**src/hw/rtl/lfss_pkg.sv**
```systemverilog
`default_nettype none

package lfss_pkg;

  localparam int unsigned ErrW    = 13;
  localparam int unsigned PeriodW = 16;
  localparam int unsigned SteerW  = 8;
  localparam int unsigned DutyW   = 7;
  localparam int unsigned CfgIdxW = 3;
  localparam int unsigned CfgDatW = 16;

  localparam logic [CfgIdxW-1:0] REG_DEADBAND      = 3'd0;
  localparam logic [CfgIdxW-1:0] REG_STEER_GAIN    = 3'd1;
  localparam logic [CfgIdxW-1:0] REG_STEER_LIMIT   = 3'd2;
  localparam logic [CfgIdxW-1:0] REG_BASE_SPEED    = 3'd3;
  localparam logic [CfgIdxW-1:0] REG_MIN_SPEED     = 3'd4;
  localparam logic [CfgIdxW-1:0] REG_TARGET_PERIOD = 3'd5;
  localparam logic [CfgIdxW-1:0] REG_SPEED_GAIN    = 3'd6;
  localparam logic [CfgIdxW-1:0] REG_TURN_PENALTY  = 3'd7;

  localparam logic [11:0] RST_DEADBAND      = 12'd100;
  localparam logic [11:0] RST_STEER_GAIN    = 12'd225;
  localparam logic [6:0]  RST_STEER_LIMIT   = 7'd100;
  localparam logic [6:0]  RST_BASE_SPEED    = 7'd40;
  localparam logic [6:0]  RST_MIN_SPEED     = 7'd20;
  localparam logic [15:0] RST_TARGET_PERIOD = 16'd3500;
  localparam logic [9:0]  RST_SPEED_GAIN    = 10'd340;
  localparam logic [7:0]  RST_TURN_PENALTY  = 8'd26;

  // 51200 = 2048 * 25; the divide by 25 uses ceil(2^21 / 25), exact below 91180.
  localparam logic [15:0] SPEED_DIV    = 16'd51200;
  localparam logic [16:0] RECIP_25     = 17'd83887;
  localparam logic [15:0] STALL_PERIOD = 16'd500;
  localparam logic [6:0]  STALL_DUTY   = 7'd90;
  localparam logic [6:0]  DUTY_MAX     = 7'd100;

endpackage

`default_nettype wire

```
**src/hw/rtl/lfss_if.sv**
```systemverilog
`default_nettype none

interface lfss_in_if;
  logic                                   valid;
  logic                                   ready;
  logic signed [lfss_pkg::ErrW-1:0]       line_error;
  logic        [lfss_pkg::PeriodW-1:0]    encoder_period;
  modport source (output valid, output line_error, output encoder_period, input ready);
  modport sink   (input valid, input line_error, input encoder_period, output ready);
endinterface

interface lfss_out_if;
  logic                                   valid;
  logic                                   ready;
  logic signed [lfss_pkg::SteerW-1:0]     steer_cmd;
  logic        [lfss_pkg::DutyW-1:0]      drive_duty;
  modport source (output valid, output steer_cmd, output drive_duty, input ready);
  modport sink   (input valid, input steer_cmd, input drive_duty, output ready);
endinterface

interface lfss_cfg_if;
  logic                                   valid;
  logic                                   ready;
  logic [lfss_pkg::CfgIdxW-1:0]           index;
  logic [lfss_pkg::CfgDatW-1:0]           data;
  modport source (output valid, output index, output data, input ready);
  modport sink   (input valid, input index, input data, output ready);
endinterface

`default_nettype wire

```
**src/hw/rtl/line_follow_steer_speed_law.sv**
```systemverilog
// Channel   Direction  Beat payload
// in_ch     sink       line_error (13b signed), encoder_period (16b)
// out_ch    source     steer_cmd (8b signed), drive_duty (7b)
// cfg_ch    sink       index (3b), data (16b), always ready
//
// Four register stages; one beat per cycle is sustained when
// out_ch is ready.
// The stages are the steering and feedback multipliers, the divide by 25
// reciprocal multiply, and the penalty and saturation stage into the output.
// A stall on out_ch only holds the stages that are full; empty stages keep
// filling. Synchronous reset empties the pipeline and loads register defaults.
`default_nettype none

module line_follow_steer_speed_law (
  input  wire logic     clk,
  input  wire logic     rst_n,
  lfss_in_if.sink       in_ch,
  lfss_out_if.source    out_ch,
  lfss_cfg_if.sink      cfg_ch
);

  logic [11:0] deadband_r;
  logic [11:0] steer_gain_r;
  logic [6:0]  steer_limit_r;
  logic [6:0]  base_speed_r;
  logic [6:0]  min_speed_r;
  logic [15:0] target_period_r;
  logic [9:0]  speed_gain_r;
  logic [7:0]  turn_penalty_r;

  assign cfg_ch.ready = 1'b1;

  always_ff @(posedge clk) begin
    if (!rst_n) begin
      deadband_r      <= lfss_pkg::RST_DEADBAND;
      steer_gain_r    <= lfss_pkg::RST_STEER_GAIN;
      steer_limit_r   <= lfss_pkg::RST_STEER_LIMIT;
      base_speed_r    <= lfss_pkg::RST_BASE_SPEED;
      min_speed_r     <= lfss_pkg::RST_MIN_SPEED;
      target_period_r <= lfss_pkg::RST_TARGET_PERIOD;
      speed_gain_r    <= lfss_pkg::RST_SPEED_GAIN;
      turn_penalty_r  <= lfss_pkg::RST_TURN_PENALTY;
    end else if (cfg_ch.valid) begin
      case (cfg_ch.index)
        lfss_pkg::REG_DEADBAND:      deadband_r      <= cfg_ch.data[11:0];
        lfss_pkg::REG_STEER_GAIN:    steer_gain_r    <= cfg_ch.data[11:0];
        lfss_pkg::REG_STEER_LIMIT:   steer_limit_r   <= cfg_ch.data[6:0];
        lfss_pkg::REG_BASE_SPEED:    base_speed_r    <= cfg_ch.data[6:0];
        lfss_pkg::REG_MIN_SPEED:     min_speed_r     <= cfg_ch.data[6:0];
        lfss_pkg::REG_TARGET_PERIOD: target_period_r <= cfg_ch.data[15:0];
        lfss_pkg::REG_SPEED_GAIN:    speed_gain_r    <= cfg_ch.data[9:0];
        lfss_pkg::REG_TURN_PENALTY:  turn_penalty_r  <= cfg_ch.data[7:0];
        default: ;
      endcase
    end
  end

  logic v1_r, v2_r, v3_r, v4_r;
  logic en1, en2, en3, en4;

  assign en4 = !v4_r || out_ch.ready;
  assign en3 = !v3_r || en4;
  assign en2 = !v2_r || en3;
  assign en1 = !v1_r || en2;
  assign in_ch.ready = en1;

  always_ff @(posedge clk) begin
    if (!rst_n) begin
      v1_r <= 1'b0;
      v2_r <= 1'b0;
      v3_r <= 1'b0;
      v4_r <= 1'b0;
    end else begin
      if (en1) v1_r <= in_ch.valid;
      if (en2) v2_r <= v1_r;
      if (en3) v3_r <= v2_r;
      if (en4) v4_r <= v3_r;
    end
  end

  // Stage 1: steering product, deadband test, period error, stall test.
  logic        [12:0] err_abs;
  logic signed [25:0] s1_prod_nxt;
  logic signed [16:0] s1_diff_nxt;
  logic signed [25:0] s1_prod_r;
  logic signed [16:0] s1_diff_r;
  logic               s1_en_r;
  logic               s1_stall_r;

  assign err_abs     = in_ch.line_error[12] ? 13'(-in_ch.line_error) : 13'(in_ch.line_error);
  assign s1_prod_nxt = 26'($signed({1'b0, steer_gain_r})) * 26'(in_ch.line_error);
  assign s1_diff_nxt = $signed({1'b0, target_period_r}) - $signed({1'b0, in_ch.encoder_period});

  always_ff @(posedge clk) begin
    if (en1) begin
      s1_prod_r  <= s1_prod_nxt;
      s1_diff_r  <= s1_diff_nxt;
      s1_en_r    <= err_abs > {1'b0, deadband_r};
      s1_stall_r <= in_ch.encoder_period < lfss_pkg::STALL_PERIOD;
    end
  end

  // Stage 2: steering scale and clamp, feedback numerator.
  logic signed [25:0] sq_adj;
  logic signed [13:0] steer_q;
  logic signed [13:0] lim_s;
  logic signed [13:0] steer_c;
  logic        [22:0] base_term;
  logic signed [27:0] fb_prod;
  logic signed [27:0] s2_n_nxt;
  logic signed [7:0]  s2_steer_r;
  logic        [6:0]  s2_mag_r;
  logic signed [27:0] s2_n_r;
  logic               s2_stall_r;

  assign sq_adj  = s1_prod_r + (s1_prod_r[25] ? 26'sd4095 : 26'sd0);
  assign steer_q = sq_adj[25:12];
  assign lim_s   = $signed({7'd0, steer_limit_r});

  always_comb begin
    if (!s1_en_r) begin
      steer_c = '0;
    end else if (steer_q > lim_s) begin
      steer_c = lim_s;
    end else if (steer_q < -lim_s) begin
      steer_c = -lim_s;
    end else begin
      steer_c = steer_q;
    end
  end

  assign base_term = 23'(base_speed_r) * 23'(lfss_pkg::SPEED_DIV);
  assign fb_prod   = 28'($signed({1'b0, speed_gain_r})) * 28'(s1_diff_r);
  assign s2_n_nxt  = $signed({5'd0, base_term}) + fb_prod;

  always_ff @(posedge clk) begin
    if (en2) begin
      s2_steer_r <= steer_c[7:0];
      s2_mag_r   <= steer_c[13] ? 7'(-steer_c) : steer_c[6:0];
      s2_n_r     <= s2_n_nxt;
      s2_stall_r <= s1_stall_r;
    end
  end

  // Stage 3: divide the feedback numerator by 51200, turn penalty product.
  logic [27:0] n_abs;
  logic [32:0] recip_prod;
  logic [11:0] s3_q_r;
  logic        s3_neg_r;
  logic [14:0] s3_pen_r;
  logic signed [7:0] s3_steer_r;
  logic        s3_stall_r;

  assign n_abs      = s2_n_r[27] ? 28'(-s2_n_r) : 28'(s2_n_r);
  assign recip_prod = 33'(n_abs[26:11]) * 33'(lfss_pkg::RECIP_25);

  always_ff @(posedge clk) begin
    if (en3) begin
      s3_q_r     <= recip_prod[32:21];
      s3_neg_r   <= s2_n_r[27];
      s3_pen_r   <= 15'(turn_penalty_r) * 15'(s2_mag_r);
      s3_steer_r <= s2_steer_r;
      s3_stall_r <= s2_stall_r;
    end
  end

  // Stage 4: penalty, truncation, saturation and stall kick into the output.
  logic signed [12:0] d1;
  logic signed [21:0] pm;
  logic signed [21:0] pm_adj;
  logic signed [13:0] d2;
  logic        [6:0]  duty_nxt;
  logic signed [7:0]  out_steer_r;
  logic        [6:0]  out_duty_r;

  assign d1     = s3_neg_r ? -$signed({1'b0, s3_q_r}) : $signed({1'b0, s3_q_r});
  assign pm     = $signed({d1[12], d1, 8'd0}) - $signed({7'd0, s3_pen_r});
  assign pm_adj = pm + (pm[21] ? 22'sd255 : 22'sd0);
  assign d2     = pm_adj[21:8];

  always_comb begin
    if (s3_stall_r) begin
      duty_nxt = lfss_pkg::STALL_DUTY;
    end else if (d2 > $signed({7'd0, lfss_pkg::DUTY_MAX})) begin
      duty_nxt = lfss_pkg::DUTY_MAX;
    end else if (d2 < $signed({7'd0, min_speed_r})) begin
      duty_nxt = min_speed_r;
    end else begin
      duty_nxt = d2[6:0];
    end
  end

  always_ff @(posedge clk) begin
    if (en4) begin
      out_steer_r <= s3_steer_r;
      out_duty_r  <= duty_nxt;
    end
  end

  assign out_ch.valid      = v4_r;
  assign out_ch.steer_cmd  = out_steer_r;
  assign out_ch.drive_duty = out_duty_r;

`ifndef SYNTHESIS
  a_reset_empty: assert property (@(posedge clk) !rst_n |=> !out_ch.valid)
    else $error("Output valid right after reset.");

  a_stall_kick: assert property (@(posedge clk) disable iff (!rst_n)
    en4 && v3_r && s3_stall_r |=> out_ch.drive_duty == lfss_pkg::STALL_DUTY)
    else $error("Short encoder period did not give the stall kick duty.");

  a_steer_limit: assert property (@(posedge clk) disable iff (!rst_n)
    out_ch.valid |-> (out_ch.steer_cmd <= $signed({1'b0, steer_limit_r}))
                  && (out_ch.steer_cmd >= -$signed({1'b0, steer_limit_r})))
    else $error("Steering command beyond the steering limit.");

  a_duty_range: assert property (@(posedge clk) disable iff (!rst_n)
    out_ch.valid |-> out_ch.drive_duty <= lfss_pkg::DUTY_MAX
                  || out_ch.drive_duty == min_speed_r)
    else $error("Drive duty outside its saturation range.");

  a_pipe_advance: assert property (@(posedge clk) disable iff (!rst_n)
    v3_r && en4 |=> v4_r)
    else $error("A beat was lost between the last two stages.");
`endif

endmodule

`default_nettype wire

```
**src/flat_wrapper.sv**
```systemverilog
// flat-port wrapper written by rule: the top's interface ports become plain ports
module line_follow_steer_speed_law_flat 
  (clk, rst_n, in_ch_valid, in_ch_line_error, in_ch_encoder_period, in_ch_ready, out_ch_valid, out_ch_steer_cmd, out_ch_drive_duty, out_ch_ready, cfg_ch_valid, cfg_ch_index, cfg_ch_data, cfg_ch_ready);
  lfss_in_if in_ch_i ();
  lfss_out_if out_ch_i ();
  lfss_cfg_if cfg_ch_i ();
  input  wire logic clk;
  input  wire logic rst_n;
  input wire logic [$bits(in_ch_i.valid)-1:0] in_ch_valid;
  input wire logic [$bits(in_ch_i.line_error)-1:0] in_ch_line_error;
  input wire logic [$bits(in_ch_i.encoder_period)-1:0] in_ch_encoder_period;
  output wire logic [$bits(in_ch_i.ready)-1:0] in_ch_ready;
  output wire logic [$bits(out_ch_i.valid)-1:0] out_ch_valid;
  output wire logic [$bits(out_ch_i.steer_cmd)-1:0] out_ch_steer_cmd;
  output wire logic [$bits(out_ch_i.drive_duty)-1:0] out_ch_drive_duty;
  input wire logic [$bits(out_ch_i.ready)-1:0] out_ch_ready;
  input wire logic [$bits(cfg_ch_i.valid)-1:0] cfg_ch_valid;
  input wire logic [$bits(cfg_ch_i.index)-1:0] cfg_ch_index;
  input wire logic [$bits(cfg_ch_i.data)-1:0] cfg_ch_data;
  output wire logic [$bits(cfg_ch_i.ready)-1:0] cfg_ch_ready;
  assign in_ch_i.valid = in_ch_valid;
  assign in_ch_i.line_error = in_ch_line_error;
  assign in_ch_i.encoder_period = in_ch_encoder_period;
  assign in_ch_ready = in_ch_i.ready;
  assign out_ch_valid = out_ch_i.valid;
  assign out_ch_steer_cmd = out_ch_i.steer_cmd;
  assign out_ch_drive_duty = out_ch_i.drive_duty;
  assign out_ch_i.ready = out_ch_ready;
  assign cfg_ch_i.valid = cfg_ch_valid;
  assign cfg_ch_i.index = cfg_ch_index;
  assign cfg_ch_i.data = cfg_ch_data;
  assign cfg_ch_ready = cfg_ch_i.ready;
  line_follow_steer_speed_law u_core (.clk(clk), .rst_n(rst_n), .in_ch(in_ch_i), .out_ch(out_ch_i), .cfg_ch(cfg_ch_i));
endmodule
```
**config.mk**
```make
export PLATFORM = sky130hd
export DESIGN_NAME = line_follow_steer_speed_law_flat
export DESIGN_NICKNAME = d
export VERILOG_FILES = /design/src/hw/rtl/lfss_pkg.sv /design/src/hw/rtl/lfss_if.sv /design/src/hw/rtl/line_follow_steer_speed_law.sv /design/src/flat_wrapper.sv
export SDC_FILE = /design/constraint.sdc
export NUM_CORES = 2
export LEC_CHECK = 0
export BUFFER_PORTS_ARGS = -buffer_cell sky130_fd_sc_hd__buf_4
export CORE_MARGIN = 2
export CORE_UTILIZATION = 40
export CTS_CLUSTER_SIZE = 8
export DETAILED_ROUTE_END_ITERATION = 10
export SYNTH_ARGS = -nofsm -noshare
export SYNTH_HDL_FRONTEND = slang
export SYNTH_SLANG_ARGS = --single-unit
export TNS_END_PERCENT = 5
```
**constraint.sdc**
```tcl
create_clock -name clk -period 23.3 [get_ports clk]
set_input_delay 6.99 -clock clk [delete_from_list [all_inputs] [get_ports clk]]
set_output_delay 6.99 -clock clk [all_outputs]
set_load 0.01 [all_outputs]
```
==> key figures <==
Clock network
  • Clk Latency, worst-skew pair: between 500 and 600 ps
  • H-tree depth: 2
  • Post-cts gate resize count: 0
  • CTS clk-pin slew, worst paths: roughly 50 ps
  • # hold bufs at CTS: 0
  • CTS max path bufs: 3
  • Root Driver: clkbuf_16
  • CTS Buf Count: 35
  • Sink Count: 223
  • Post-CTS setup buffer count: 0
  • CTS tree: built

Setup path
  • CP startpoint kind: input port
  • CP max FO: 46
  • CP arrival: 8320 ps
  • Path type of the worst setup path: in -> out
  • Worst reg2reg path depth: 32
  • Reg2reg start: u_core.s2_n_r[10]$_DFFE_PP_
  • CP required: 16310 ps
  • Worst setup EP type: output pin
  • R2R setup slack: ~13000 ps
  • FF-to-FF End: u_core.s3_q_r[10]$_DFFE_PP_

Placement
  • GP Congestion: 0.8634
  • Detailed placement HPWL: around 55000 microns
  • Port bufs: 69

Die
  • Die area: between 70000 and 80000 sq um
  • Die H: about 280 microns
  • Core Area: around 77000 sq um
  • Site Rows: just over 100
  • Initial Utilization: around two fifths
  • Num ports: a little over 70
  • Die width: ~280 microns

Logic synthesis
  • Register area share after synthesis: between 10% and 20%
  • Synth async-reset ratio: 0%
  • Synthesis Warnings: 0
  • Yosys cell types: 78
  • Area of the mapped netlist: 31010 sq um
  • Area share of the largest cell type after synthesis: between 20% and 30%
  • Synth Net Count: between 4000 and 5000
  • Top post-synthesis cells by area: fa_1 (26%), ha_1 (18%), edfxtp_1 (14%), inv_1 (7.3%), dfxtp_1 (5.4%)
  • Top_reg_cell synth: edfxtp_1
  • EDFF count, synth: 140
  • Synth Instances: 3291
  • Post-synth top area cell: fa_1
  • Syn Area/Cell: approximately 9.4 sq um
  • Flops & latches, synth: about 220

STA
  • Final Cycle Share: roughly 66%
  • Clk_skew: 17.68 ps
  • Fin crit period: about 15000 ps
  • Sum Neg Setup Slack: 0 ps
  • Endpoints failing setup: 0
  • Hold Fails Final Rpt: 0
  • Unrepaired setup endpoints after global routing: no
  • Least-Margin Pin Slew: between 1000 and 1500 ps
  • Fmax: between 60 and 70 MHz
  • Final slew viol count: 0
  • Rel. slew slack: a little over a quarter

Worst hold path
  • Hold endpoint: u_core.s3_steer_r[2]$_DFFE_PP_
  • Min-delay src: u_core.s2_steer_r[2]$_DFFE_PP_
  • Worst Hold Class: reg -> reg
  • WHS Path Cells: 0

Global routing
  • Number of global-route vias before repair: 22450
  • Initial antenna violation count: 1
  • Tot GR Track Use: between 10% and 20%
  • Met3 usage: between 2 and 2.5%
  • Grt ovf: 0
  • Met1 Use GR: a little under a quarter
  • Busiest grt layer: met2
  • Routing usage on met2: a little under a third
  • Largest net degree at the start of global routing: 84
  • First-pass GRT wire length: about 110000 microns

Drt
  • Post-route DRC violation count: 0
  • DR pass1 iterations: 6
  • Via density: 4.956
  • Antenna Violating Nets Remaining: 0
  • Routed vias: about 22000
  • Total wire length: slightly below 70000 microns
  • DR iter-0 viols: about 830
  • WL per Instance: ~16 microns

Layout
  • Ant diodes: 0
  • Area grow syn2layout: 8.183%
  • Layout cells sized above 1: about 4.5%
  • Layout Nets: 4198

Outcome
  • Status: completed

Flow run
  • Max_cap viols: 0
## registers in the layout (all words and copies together), names as in the netlist, 7 cells and up
| signal | cells |
|---|---|
| u_core.base_speed_r | 7 |
| u_core.deadband_r | 12 |
| u_core.min_speed_r | 7 |
| u_core.out_ch.drive_duty | 7 |
| u_core.out_ch.steer_cmd | 8 |
| u_core.s1_diff_r | 17 |
| u_core.s1_prod_r | 26 |
| u_core.s2_mag_r | 7 |
| u_core.s2_n_r | 28 |
| u_core.s2_steer_r | 7 |
| u_core.s3_pen_r | 15 |
| u_core.s3_q_r | 12 |
| u_core.s3_steer_r | 8 |
| u_core.speed_gain_r | 10 |
| u_core.steer_gain_r | 12 |
| u_core.steer_limit_r | 7 |
| u_core.target_period_r | 16 |
| u_core.turn_penalty_r | 8 |
## final cells by class
type	instances	area [sq um]
tap	1040	1301
timing repair buffer	75	563.0
fill	7635	43540
inverter	605	2271
multi-input combinational	2363	22480
clock buffer	53	1005
clock inverter	3	58.81
sequential	223	5866
## critical path, cell delays in order
cell,delay (ps)
buf_4,110
nor2b_1,290
and3_1,300
nand2_2,70
buf_4,310
buf_4,240
## cell usage after synthesis (all sizes together) (28+ instances only)
cell / count
inv: 605
ha: 437
nand2: 415
fa: 405
and2: 196
edfxtp: 140
xnor2: 123
clkbuf: 93
nor2: 90
dfxtp: 83
a21oi: 77
a21boi: 59
nand3: 55
o21ai: 54
nor3: 50
xor2: 39
nand2b: 29
o21a: 28
## how the worst max path moves through the flow
stage               depth (start not counted)     endpoint  slack (ps)          from
floorplan                                   3  in_ch_ready        8010  out_ch_ready
finish                                      6  in_ch_ready        7990  out_ch_ready
CTS                                         6  in_ch_ready        7980  out_ch_ready
global route                                6  in_ch_ready        7910  out_ch_ready
global placement                            6  in_ch_ready        7980  out_ch_ready
detailed placement                          6  in_ch_ready        7980  out_ch_ready
## cells in the final DEF (no fill, tap or decap), types with 7 or more instances in the layout
cell       instances
nand4_1           17
nand2b_1          29
or3_1             24
o31ai_1           17
nand2_1          413
nor4_1            11
a21boi_0          59
buf_4             75
inv_1            604
fa_1             405
o21ai_0           52
a31oi_1           15
xor2_1            39
clkbuf_16         36
and2_1           195
edfxtp_1         140
o21a_1            28
a211oi_1          18
nor2_1            90
a21o_1            20
dfxtp_1           83
nor3_1            49
ha_1             437
o211ai_1          20
clkbuf_1          13
and3_1             7
xnor2_1          123
nor2b_1           27
a21oi_1           77
or2_2              9
nand3_1           55
o21bai_1          10
## cell families after synthesis
group / synth area share (%)
simple gates: 15.31
other cells: 0.01209
xor+xnor: 4.576
fa+ha+maj: 43.78
flops: 18.92
buf+inv: 8.598
compound gates: 8.538
mux: 0.2703
## per-layer routing
metal  up-vias  wire length [microns]  share of wire (%)
li1      10660                      -                  -
met2       249                  33130                 49
met1     10630                  31260                 46
met5         -                     14              0.021
met4         2                   1838                2.7
met3        75                   2012                2.9
## metrics by stage
step	setup WS, ps	utilization [%]	cells	cell area [sq um]	hold slack [ps]
after floorplan	8008	-	3291	31010	400.3
after global placement	7982	42.14	4306	32480	404.0
after detailed placement	7981	42.14	4306	32480	405.2
after CTS	7976	43.52	4362	33550	416.9
after global routing	7907	43.52	4362	33550	425.7
final	7990	43.52	4362	33550	417.0
Power is left out: the tool's default activity adds up to more than one toggle a clock period on the data nets, which glitch-free logic cannot reach.
